`src/rtl/at_ipd_frame_parser_top_assert.svh`:
```
// Assertion macros shared by the frame parser modules.
// Each macro expects signals named clk and rst_n in the calling scope.
`ifndef AT_IPD_FRAME_PARSER_TOP_ASSERT_SVH
`define AT_IPD_FRAME_PARSER_TOP_ASSERT_SVH
`ifndef ASSERT_OFF
`define AT_ASSERT_IMP(lbl, ante, cons, msg) \
    lbl: assert property (@(posedge clk) disable iff (!rst_n) (ante) |-> (cons)) \
        else $error(msg);
`define AT_ASSERT_NXT(lbl, ante, cons, msg) \
    lbl: assert property (@(posedge clk) disable iff (!rst_n) (ante) |=> (cons)) \
        else $error(msg);
`else
`define AT_ASSERT_IMP(lbl, ante, cons, msg)
`define AT_ASSERT_NXT(lbl, ante, cons, msg)
`endif
`endif

```
`src/rtl/atipd_pkg.sv`:
```
package atipd_pkg;

    localparam int BUFFER_SIZE = 256;
    localparam int KEPT_W      = $clog2(BUFFER_SIZE);
    localparam logic [KEPT_W-1:0] KEPT_MAX = KEPT_W'(BUFFER_SIZE - 1);

    // Command queue between the parser and the result stage.
    localparam int QDEPTH = 4;
    localparam int QPTR_W = $clog2(QDEPTH);
    localparam int QCNT_W = $clog2(QDEPTH + 1);

    localparam logic [7:0] CH_PLUS  = 8'h2B;
    localparam logic [7:0] CH_I     = 8'h49;
    localparam logic [7:0] CH_P     = 8'h50;
    localparam logic [7:0] CH_D     = 8'h44;
    localparam logic [7:0] CH_COMMA = 8'h2C;
    localparam logic [7:0] CH_COLON = 8'h3A;
    localparam logic [7:0] CH_CR    = 8'h0D;
    localparam logic [7:0] CH_LF    = 8'h0A;
    localparam logic [7:0] CH_O     = 8'h4F;
    localparam logic [7:0] CH_K     = 8'h4B;
    localparam logic [7:0] CH_ZERO  = 8'h30;
    localparam logic [7:0] CH_NINE  = 8'h39;

    localparam logic [7:0] LIMIT_RESET = 8'd255;

    localparam logic KIND_PAYLOAD = 1'b0;
    localparam logic KIND_SUMMARY = 1'b1;

    // Signature phases S0..S4 count the matched characters of "+IPD,".
    typedef enum logic [3:0] {
        PH_S0   = 4'd0,
        PH_S1   = 4'd1,
        PH_S2   = 4'd2,
        PH_S3   = 4'd3,
        PH_S4   = 4'd4,
        PH_ID   = 4'd5,
        PH_LEN  = 4'd6,
        PH_DATA = 4'd7,
        PH_DONE = 4'd8,
        PH_FAIL = 4'd9
    } phase_t;

    typedef struct packed {
        logic [7:0] rx_byte;
        logic       end_of_reply;
    } item_t;

    typedef struct packed {
        logic       kind;
        logic [7:0] payload_byte;
        logic [7:0] client_id;
        logic [7:0] payload_length;
        logic       parse_failed;
        logic       ok_seen;
        logic       last_result;
    } result_t;

    // One queued command per accepted byte that produces any result.
    typedef struct packed {
        logic       has_payload;
        logic [7:0] payload_byte;
        logic       has_summary;
        logic [7:0] client_id;
        logic [7:0] payload_length;
        logic       parse_failed;
        logic       ok_seen;
    } cmd_t;

    typedef struct packed {
        logic full;
        logic empty;
    } qstat_t;

    function automatic logic [7:0] sig_char(input phase_t p);
        logic [7:0] c;
        unique case (p)
            PH_S0:   c = CH_PLUS;
            PH_S1:   c = CH_I;
            PH_S2:   c = CH_P;
            PH_S3:   c = CH_D;
            default: c = CH_COMMA;
        endcase
        return c;
    endfunction

    function automatic logic is_digit(input logic [7:0] b);
        return (b >= CH_ZERO) && (b <= CH_NINE);
    endfunction

endpackage

```
`src/rtl/atipd_front.sv`:
```
`include "at_ipd_frame_parser_top_assert.svh"

module atipd_front
    import atipd_pkg::*;
(
    input  logic       clk,
    input  logic       rst_n,
    input  logic       push,
    input  item_t      item,
    input  logic       cfg_valid,
    output logic       cfg_ready,
    input  logic [7:0] cfg_data,
    input  qstat_t     qstat,
    output logic       cmd_wr,
    output cmd_t       cmd
);

    phase_t            phase_reg,      phase_next;
    logic [7:0]        id_reg,         id_next;
    logic [KEPT_W-1:0] kept_reg,       kept_next;
    logic [7:0]        pcount_reg,     pcount_next;
    logic              prev_o_reg,     prev_o_next;
    logic              ok_reg,         ok_next;
    logic [7:0]        limit_reg;

    logic       accept;
    logic [7:0] b;
    logic       ok_parse;

    assign cfg_ready = 1'b1;
    assign accept    = push && !qstat.full;
    assign b         = item.rx_byte;

    always_ff @(posedge clk or negedge rst_n)
    begin
        if (!rst_n)
        begin
            limit_reg <= LIMIT_RESET;
        end
        else if (cfg_valid && cfg_ready)
        begin
            limit_reg <= cfg_data;
        end
    end

    always_ff @(posedge clk or negedge rst_n)
    begin
        if (!rst_n)
        begin
            phase_reg  <= PH_S0;
            id_reg     <= '0;
            kept_reg   <= '0;
            pcount_reg <= '0;
            prev_o_reg <= 1'b0;
            ok_reg     <= 1'b0;
        end
        else
        begin
            phase_reg  <= phase_next;
            id_reg     <= id_next;
            kept_reg   <= kept_next;
            pcount_reg <= pcount_next;
            prev_o_reg <= prev_o_next;
            ok_reg     <= ok_next;
        end
    end

    always_comb
    begin
        phase_next  = phase_reg;
        id_next     = id_reg;
        kept_next   = kept_reg;
        pcount_next = pcount_reg;
        prev_o_next = prev_o_reg;
        ok_next     = ok_reg;
        cmd         = '0;
        ok_parse    = 1'b0;

        if (accept)
        begin
            // Bytes after the first KEPT_MAX of a reply leave the parse untouched.
            if (kept_reg < KEPT_MAX)
            begin
                kept_next = kept_reg + 1'b1;
                if (prev_o_reg && (b == CH_K))
                begin
                    ok_next = 1'b1;
                end
                prev_o_next = (b == CH_O);

                unique case (phase_reg) inside
                    PH_S0, PH_S1, PH_S2, PH_S3, PH_S4:
                    begin
                        if (b == sig_char(phase_reg))
                        begin
                            phase_next = phase_t'(phase_reg + 4'd1);
                        end
                        else
                        begin
                            phase_next = (b == CH_PLUS) ? PH_S1 : PH_S0;
                        end
                    end
                    PH_ID:
                    begin
                        if (is_digit(b))
                        begin
                            id_next = (id_reg << 3) + (id_reg << 1) + (b - CH_ZERO);
                        end
                        else
                        begin
                            phase_next = (b == CH_COMMA) ? PH_LEN : PH_FAIL;
                        end
                    end
                    PH_LEN:
                    begin
                        if (!is_digit(b))
                        begin
                            phase_next = (b == CH_COLON) ? PH_DATA : PH_FAIL;
                        end
                    end
                    PH_DATA:
                    begin
                        if ((b == CH_CR) || (b == CH_LF))
                        begin
                            phase_next = PH_DONE;
                        end
                        else if ((limit_reg != 8'd0) && (pcount_reg < (limit_reg - 8'd1)))
                        begin
                            pcount_next      = pcount_reg + 8'd1;
                            cmd.has_payload  = 1'b1;
                            cmd.payload_byte = b;
                        end
                    end
                    default:
                    begin
                    end
                endcase
            end

            if (item.end_of_reply)
            begin
                ok_parse = ((phase_next == PH_DATA) || (phase_next == PH_DONE))
                           && (limit_reg != 8'd0);
                cmd.has_summary    = 1'b1;
                cmd.client_id      = ok_parse ? id_next : 8'd0;
                cmd.payload_length = ok_parse ? pcount_next : 8'd0;
                cmd.parse_failed   = !ok_parse;
                cmd.ok_seen        = ok_next;

                phase_next  = PH_S0;
                id_next     = '0;
                kept_next   = '0;
                pcount_next = '0;
                prev_o_next = 1'b0;
                ok_next     = 1'b0;
            end
        end
    end

    assign cmd_wr = accept && (cmd.has_payload || cmd.has_summary);

    `AT_ASSERT_IMP(f_payload_in_data, cmd_wr && cmd.has_payload,
                   phase_reg == PH_DATA, "payload command outside the data phase")
    `AT_ASSERT_IMP(f_kept_bound, 1'b1, kept_reg <= KEPT_MAX,
                   "kept byte count past buffer capacity")

endmodule

```
`src/rtl/atipd_queue.sv`:
```
`include "at_ipd_frame_parser_top_assert.svh"

module atipd_queue
    import atipd_pkg::*;
(
    input  logic   clk,
    input  logic   rst_n,
    input  logic   wr_en,
    input  cmd_t   wr_cmd,
    input  logic   rd_en,
    output cmd_t   head,
    output qstat_t qstat
);

    cmd_t              slot_reg [QDEPTH];
    logic [QPTR_W-1:0] wr_ptr_reg, wr_ptr_next;
    logic [QPTR_W-1:0] rd_ptr_reg, rd_ptr_next;
    logic [QCNT_W-1:0] count_reg,  count_next;

    localparam logic [QPTR_W-1:0] PTR_LAST = QPTR_W'(QDEPTH - 1);
    localparam logic [QCNT_W-1:0] CNT_FULL = QCNT_W'(QDEPTH);

    assign qstat.full  = (count_reg == CNT_FULL);
    assign qstat.empty = (count_reg == '0);
    assign head        = slot_reg[rd_ptr_reg];

    always_comb
    begin
        wr_ptr_next = wr_ptr_reg;
        rd_ptr_next = rd_ptr_reg;
        count_next  = count_reg;
        if (wr_en)
        begin
            wr_ptr_next = (wr_ptr_reg == PTR_LAST) ? '0 : wr_ptr_reg + 1'b1;
        end
        if (rd_en)
        begin
            rd_ptr_next = (rd_ptr_reg == PTR_LAST) ? '0 : rd_ptr_reg + 1'b1;
        end
        if (wr_en && !rd_en)
        begin
            count_next = count_reg + 1'b1;
        end
        else if (rd_en && !wr_en)
        begin
            count_next = count_reg - 1'b1;
        end
    end

    always_ff @(posedge clk or negedge rst_n)
    begin
        if (!rst_n)
        begin
            wr_ptr_reg <= '0;
            rd_ptr_reg <= '0;
            count_reg  <= '0;
        end
        else
        begin
            wr_ptr_reg <= wr_ptr_next;
            rd_ptr_reg <= rd_ptr_next;
            count_reg  <= count_next;
        end
    end

    always_ff @(posedge clk)
    begin
        if (wr_en)
        begin
            slot_reg[wr_ptr_reg] <= wr_cmd;
        end
    end

    `AT_ASSERT_IMP(q_no_overflow, wr_en, !qstat.full, "command written into a full queue")
    `AT_ASSERT_IMP(q_no_underflow, rd_en, !qstat.empty, "command read from an empty queue")

endmodule

```
`src/rtl/atipd_back.sv`:
```
`include "at_ipd_frame_parser_top_assert.svh"

module atipd_back
    import atipd_pkg::*;
(
    input  logic    clk,
    input  logic    rst_n,
    input  cmd_t    head,
    input  qstat_t  qstat,
    output logic    rd_en,
    input  logic    pop,
    output logic    empty,
    output result_t result
);

    logic    out_valid_reg, out_valid_next;
    result_t result_reg,    result_next;
    logic    split_reg,     split_next;
    logic    load;

    assign load   = !out_valid_reg || pop;
    assign empty  = !out_valid_reg;
    assign result = result_reg;

    // A command carrying both a payload byte and a summary is sent in two
    // transfers; split_reg marks that its payload part has already gone out.
    always_comb
    begin
        out_valid_next = out_valid_reg;
        result_next    = result_reg;
        split_next     = split_reg;
        rd_en          = 1'b0;

        if (load)
        begin
            out_valid_next = !qstat.empty;
            if (!qstat.empty)
            begin
                result_next = '0;
                if (head.has_payload && !split_reg)
                begin
                    result_next.kind         = KIND_PAYLOAD;
                    result_next.payload_byte = head.payload_byte;
                    if (head.has_summary)
                    begin
                        split_next = 1'b1;
                    end
                    else
                    begin
                        rd_en = 1'b1;
                    end
                end
                else
                begin
                    result_next.kind           = KIND_SUMMARY;
                    result_next.client_id      = head.client_id;
                    result_next.payload_length = head.payload_length;
                    result_next.parse_failed   = head.parse_failed;
                    result_next.ok_seen        = head.ok_seen;
                    result_next.last_result    = 1'b1;
                    rd_en                      = 1'b1;
                    split_next                 = 1'b0;
                end
            end
        end
    end

    always_ff @(posedge clk or negedge rst_n)
    begin
        if (!rst_n)
        begin
            out_valid_reg <= 1'b0;
            split_reg     <= 1'b0;
        end
        else
        begin
            out_valid_reg <= out_valid_next;
            split_reg     <= split_next;
        end
    end

    always_ff @(posedge clk)
    begin
        result_reg <= result_next;
    end

    `AT_ASSERT_IMP(b_split_held, split_reg, !qstat.empty && head.has_summary,
                   "split command left the queue early")
    `AT_ASSERT_IMP(b_split_payload_first, split_reg,
                   out_valid_reg && (result_reg.kind == KIND_PAYLOAD),
                   "summary shown before its payload byte")

endmodule

```
`src/rtl/at_ipd_frame_parser_top.sv`:
```
// Channel  | Direction | Handshake            | Payload
// ---------+-----------+----------------------+---------------------------
// input    | in        | push / full          | item   (rx_byte, end_of_reply)
// result   | out       | pop / empty          | result (kind ... last_result)
// config   | in        | cfg_valid / cfg_ready| cfg_data (payload_limit)
//
// The parser takes one byte per cycle while full is low and posts at most one
// command per byte into a four-entry command queue; the result stage drains one
// result per cycle while pop is held, so a final byte that also closes out a
// payload byte gives two results. Each passes the queue, then the result register.
// Reset clears all parse state and sets payload_limit to 255; there is no
// clearing pass. full rises only when the command queue fills under pop stalls.

module at_ipd_frame_parser_top
    import atipd_pkg::*;
(
    input  logic       clk,
    input  logic       rst_n,
    input  logic       push,
    output logic       full,
    input  item_t      item,
    output logic       empty,
    input  logic       pop,
    output result_t    result,
    input  logic       cfg_valid,
    output logic       cfg_ready,
    input  logic [7:0] cfg_data
);

    qstat_t qstat;
    logic   cmd_wr;
    cmd_t   cmd;
    cmd_t   head;
    logic   rd_en;

    assign full = qstat.full;

    atipd_front u_front (
        .clk       (clk),
        .rst_n     (rst_n),
        .push      (push),
        .item      (item),
        .cfg_valid (cfg_valid),
        .cfg_ready (cfg_ready),
        .cfg_data  (cfg_data),
        .qstat     (qstat),
        .cmd_wr    (cmd_wr),
        .cmd       (cmd)
    );

    atipd_queue u_queue (
        .clk    (clk),
        .rst_n  (rst_n),
        .wr_en  (cmd_wr),
        .wr_cmd (cmd),
        .rd_en  (rd_en),
        .head   (head),
        .qstat  (qstat)
    );

    atipd_back u_back (
        .clk    (clk),
        .rst_n  (rst_n),
        .head   (head),
        .qstat  (qstat),
        .rd_en  (rd_en),
        .pop    (pop),
        .empty  (empty),
        .result (result)
    );

endmodule

```
`config.mk`:
```
export PLATFORM = sky130hd
export DESIGN_NAME = at_ipd_frame_parser_top
export DESIGN_NICKNAME = d
export VERILOG_FILES = /design/src/rtl/atipd_pkg.sv /design/src/rtl/atipd_front.sv /design/src/rtl/atipd_queue.sv /design/src/rtl/atipd_back.sv /design/src/rtl/at_ipd_frame_parser_top.sv
export VERILOG_INCLUDE_DIRS = /design/src /design/src/rtl
export SDC_FILE = /design/constraint.sdc
export NUM_CORES = 1
export LEC_CHECK = 0
export ABC_AREA = 1
export BUFFER_PORTS_ARGS = -buffer_cell sky130_fd_sc_hd__buf_2
export CORE_MARGIN = 8
export CORE_UTILIZATION = 36
export CTS_BUF_LIST = sky130_fd_sc_hd__clkbuf_4
export DETAILED_ROUTE_END_ITERATION = 16
export SLEW_MARGIN = 20
export SYNTH_ARGS = -nofsm -noshare
export SYNTH_HDL_FRONTEND = slang
export SYNTH_SLANG_ARGS = --single-unit
```
`constraint.sdc`:
```
create_clock -name clk -period 4.85 [get_ports clk]
set_clock_uncertainty 0.15 [all_clocks]
set_input_delay 0.485 -clock clk [delete_from_list [all_inputs] [get_ports clk]]
set_output_delay 0.485 -clock clk [all_outputs]
set_load 0.005 [all_outputs]
```
==> flow_metrics.env <==
export IMPL_maxCapViolations=0
export IMPL_ctsHoldBuffers=10
export IMPL_critPathRequiredTime_ns=5.14
export IMPL_wl_per_cell_um=15.0
export IMPL_final_hold_viol_count=0
export IMPL_start_util_pct=36.7
export IMPL_nets=1012
export IMPL_async_reset_ff_share_pct=25.3
export IMPL_clkTransAtPathRegs_ns=0.15
export IMPL_synth_fp_nets=944
export IMPL_routed_wl_um=19300
export IMPL_drtAntennaViolNets=0
export IMPL_crit_type="flop to flop"
export IMPL_vias=6239
export IMPL_muxShareOfSynthArea_pct=0.252
export IMPL_cts_tree="built"
export IMPL_cts_buffers=17
export IMPL_synthSimpleGateAreaFrac_pct=16.2
export IMPL_synthTopCellsByArea="edfxtp_1, dfrtp_1, nand2_1"
export IMPL_synth_adder_area_share_pct=5.82
export IMPL_ir_worst_vdd_uv=215
export IMPL_max_slew_margin_pct=43.0
export IMPL_post_route_drc_count=0
export IMPL_slowest_stage="dfstp_2"
export IMPL_worstHoldPathCells=3
export IMPL_core_area_mm2=0.0244
export IMPL_grt_use_total_pct=13.1
export IMPL_reg2reg_depth=22
export IMPL_rows=57
export IMPL_final_max_slew_viol_count=0
export IMPL_grt_max_degree=48
export IMPL_reg2reg_slack_ns=0.69
export IMPL_cp_common_cell="inv_1"
export IMPL_largest_reg_flops=112
export IMPL_critPathMaxStageDelay_ns=0.40
export IMPL_syn_area_mm2=0.00894
export IMPL_synth_compound_area_share_pct=9.92
export IMPL_hp_class="primary input to flop"
export IMPL_ctsResizeCount=0
export IMPL_cts_setup_buffers=0
export IMPL_placed_cell_area_mm2=0.00964
export IMPL_areaGrowthSynthToFinish_pct=12.5
export IMPL_clockBufferDepth=2
export IMPL_pin_count=53
export IMPL_power_leakage_uw=0.00420
export IMPL_grt_overflow=0
export IMPL_synth_top_family_by_area="simple AND/OR/NAND/NOR gates"
export IMPL_finalSetupTns_ns=0
export IMPL_fin_area_mm2=0.0101
export IMPL_ys_seq_area_share_pct=59.9
export IMPL_dieArea_mm2=0.0301
export IMPL_ys_flop_type="edfxtp_1"
export IMPL_worst_path_max_fanout=5
export IMPL_die_h_um=174
export IMPL_path_cells="inv_1 -> nand3_1 -> nor2_1 -> nand2_1 -> nor3_1 -> xor2_1 -> ha_1 -> a21oi_1 -> o21ai_0 -> a21oi_1 -> nand2_1 -> nor3_1 -> inv_1 -> nor2_1 -> nor2_1 -> inv_1 -> ha_1 -> inv_1 -> fa_1 -> a21oi_1 -> o21ai_0 -> xor2_1"
export IMPL_clock_sinks=186
export IMPL_drive_gt1_share_pct=14.2
export IMPL_synthCells=884
export IMPL_yosysWarningCount=0
export IMPL_die_w_um=174
export IMPL_fin_crit_ns=4.16
export IMPL_drtIter0Drc=423
export IMPL_drt_first_pass_iters=5
export IMPL_synth_area_per_cell_um2=10.1
export IMPL_portBuffers=51
export IMPL_ys_types=38
export IMPL_yosys_area_top_type="edfxtp_1"
export IMPL_startpoint_type="flop"
export IMPL_antenna_found_initial=1
export IMPL_grt_pass1_vias=6036
export IMPL_mostFrequentLayoutCells="edfxtp_1, nand2_1, nor2_1"
export IMPL_power_density_mw_per_mm2=431
export IMPL_grt_first_pass_wirelength_um=31600
export IMPL_ys_ff_latch=186
export IMPL_outcome="complete, no violations"
export IMPL_tightestPinTransition_ns=0.853
export IMPL_layout_commonest_cell="edfxtp_1"
export IMPL_fmaxAchievable_ghz=0.241
export IMPL_cts_root_buf="clkbuf_4"
export IMPL_synth_top_area_share_pct=46.7
export IMPL_drt_vias_per_instance=4.84
export IMPL_dpl_hpwl_um=13100
export IMPL_endpoint_kind="flop"
export IMPL_hp_start="cfg_valid"
export IMPL_cts_htree_levels=4
export IMPL_r2r_end="u_queue.count_reg[2]$_DFFE_PN0P_"
export IMPL_critPathArrivalTime_ns=4.44
export IMPL_clock_latency_ns=0.55
export IMPL_timing_rr_start="u_front.limit_reg[0]$_DFFE_PN1P_"
export IMPL_gp_congestion=0.822
export IMPL_rsz0062_at_grt="false"
export IMPL_setup_violations_final=0
export IMPL_synth_xor_area_share_pct=1.96
export IMPL_hold_path_end="u_front.limit_reg[3]$_DFFE_PN1P_"
export IMPL_period_share_pct=85.7
export IMPL_synth_edf_count=139
## critical path, delay by kind of cell (launching register included)
family          cells  cell delay [ns]
xor+xnor            2             0.32
compound gates      5             0.62
buf+inv             4             0.46
flops               1             0.40
fa+ha+maj           3             0.80
simple gates        8             1.30
## cell type report
cell class / count / area, µm²
Tap cell: 324 / 405
Multi-Input combinational cell: 561 / 3070
Timing Repair Buffer: 76 / 493
Sequential cell: 186 / 5360
Inverter: 110 / 413
Antenna cell: 1 / 2.50
Fill cell: 2389 / 14300
Clock buffer: 19 / 143
Clock inverter: 11 / 170
## synthesized netlist by cell type (2+ instances only)
cell type,count
o22ai_1,36
nand4_1,6
dfstp_2,8
edfxtp_1,139
o21ai_0,92
nor2_4,3
ha_1,32
xor2_1,15
nor2_2,10
nand3_1,42
nor3_1,8
o21ai_2,4
fa_1,6
nor4_1,2
mux2_2,2
or2_2,2
nor2_1,125
a21oi_1,23
clkbuf_1,24
xnor2_1,5
nand2_1,133
buf_4,2
nand2_2,5
dfrtp_1,39
inv_1,108
## per-layer routing
| metal | wire [µm] | global-route usage (%) | vias up |
|---|---|---|---|
| met1 | 9000 | 16.6 | 2975 |
| met3 | 765 | 2.79 | 15 |
| met5 | 0 | 0 | - |
| met4 | 193 | 3.71 | 0 |
| li1 | - | - | 3121 |
| met2 | 9310 | 22.1 | 128 |
## worst max path at each step
stage / from / end / cells after the start
after global placement: u_front.limit_reg[0]$_DFFE_PN1P_ / u_queue.count_reg[2]$_DFFE_PN0P_ / 22
after detailed placement: u_front.limit_reg[0]$_DFFE_PN1P_ / u_queue.count_reg[2]$_DFFE_PN0P_ / 22
after CTS: u_front.limit_reg[0]$_DFFE_PN1P_ / u_queue.count_reg[2]$_DFFE_PN0P_ / 22
after global routing: u_front.limit_reg[0]$_DFFE_PN1P_ / u_queue.count_reg[2]$_DFFE_PN0P_ / 22
final: u_front.limit_reg[0]$_DFFE_PN1P_ / u_queue.count_reg[2]$_DFFE_PN0P_ / 22
after floorplan: u_front.limit_reg[0]$_DFFE_PN1P_ / u_queue.slot_reg[0][0]$_DFFE_PP_ / 16
## power breakdown
| part | leakage, µW | total, µW | switching, µW | internal, µW |
|---|---|---|---|---|
| clock network | 0.000165 | 929 | 511 | 418 |
| logic | 0.00211 | 1280 | 836 | 439 |
| registers | 0.00193 | 2130 | 93.7 | 2040 |
| total | 0.00420 | 4330 | 1440 | 2890 |
## per-stage QoR
step | instances | hold WS, ns | worst slack [ns] | util (%) | total power, µW
finish | 1288 | 0.0991 | 0.695 | 41.2 | 4330
global route | 1288 | 0.0383 | 0.190 | 41.2 | 4640
CTS | 1287 | 0.0326 | 0.655 | 41.2 | 4390
detailed placement | 1247 | 0.332 | 0.741 | 39.5 | 3460
global placement | 1247 | 0.323 | 0.795 | 39.5 | 3440
floorplan | 884 | 0.0394 | 0.643 | - | 2990
## logic make-up (layout without fill, tap and decap cells)
group / Yosys count / count (layout)
AOI/OAI and AO/OA: 161 / 161
xor gates and xnor gates: 20 / 20
adders and majority gates: 38 / 38
buffers and inverters: 137 / 216
DFF: 186 / 186
muxes: 2 / 2
other: 1 / 2
and+or+nand+nor: 339 / 339
Note: power is estimated with default switching activity, not from simulation.
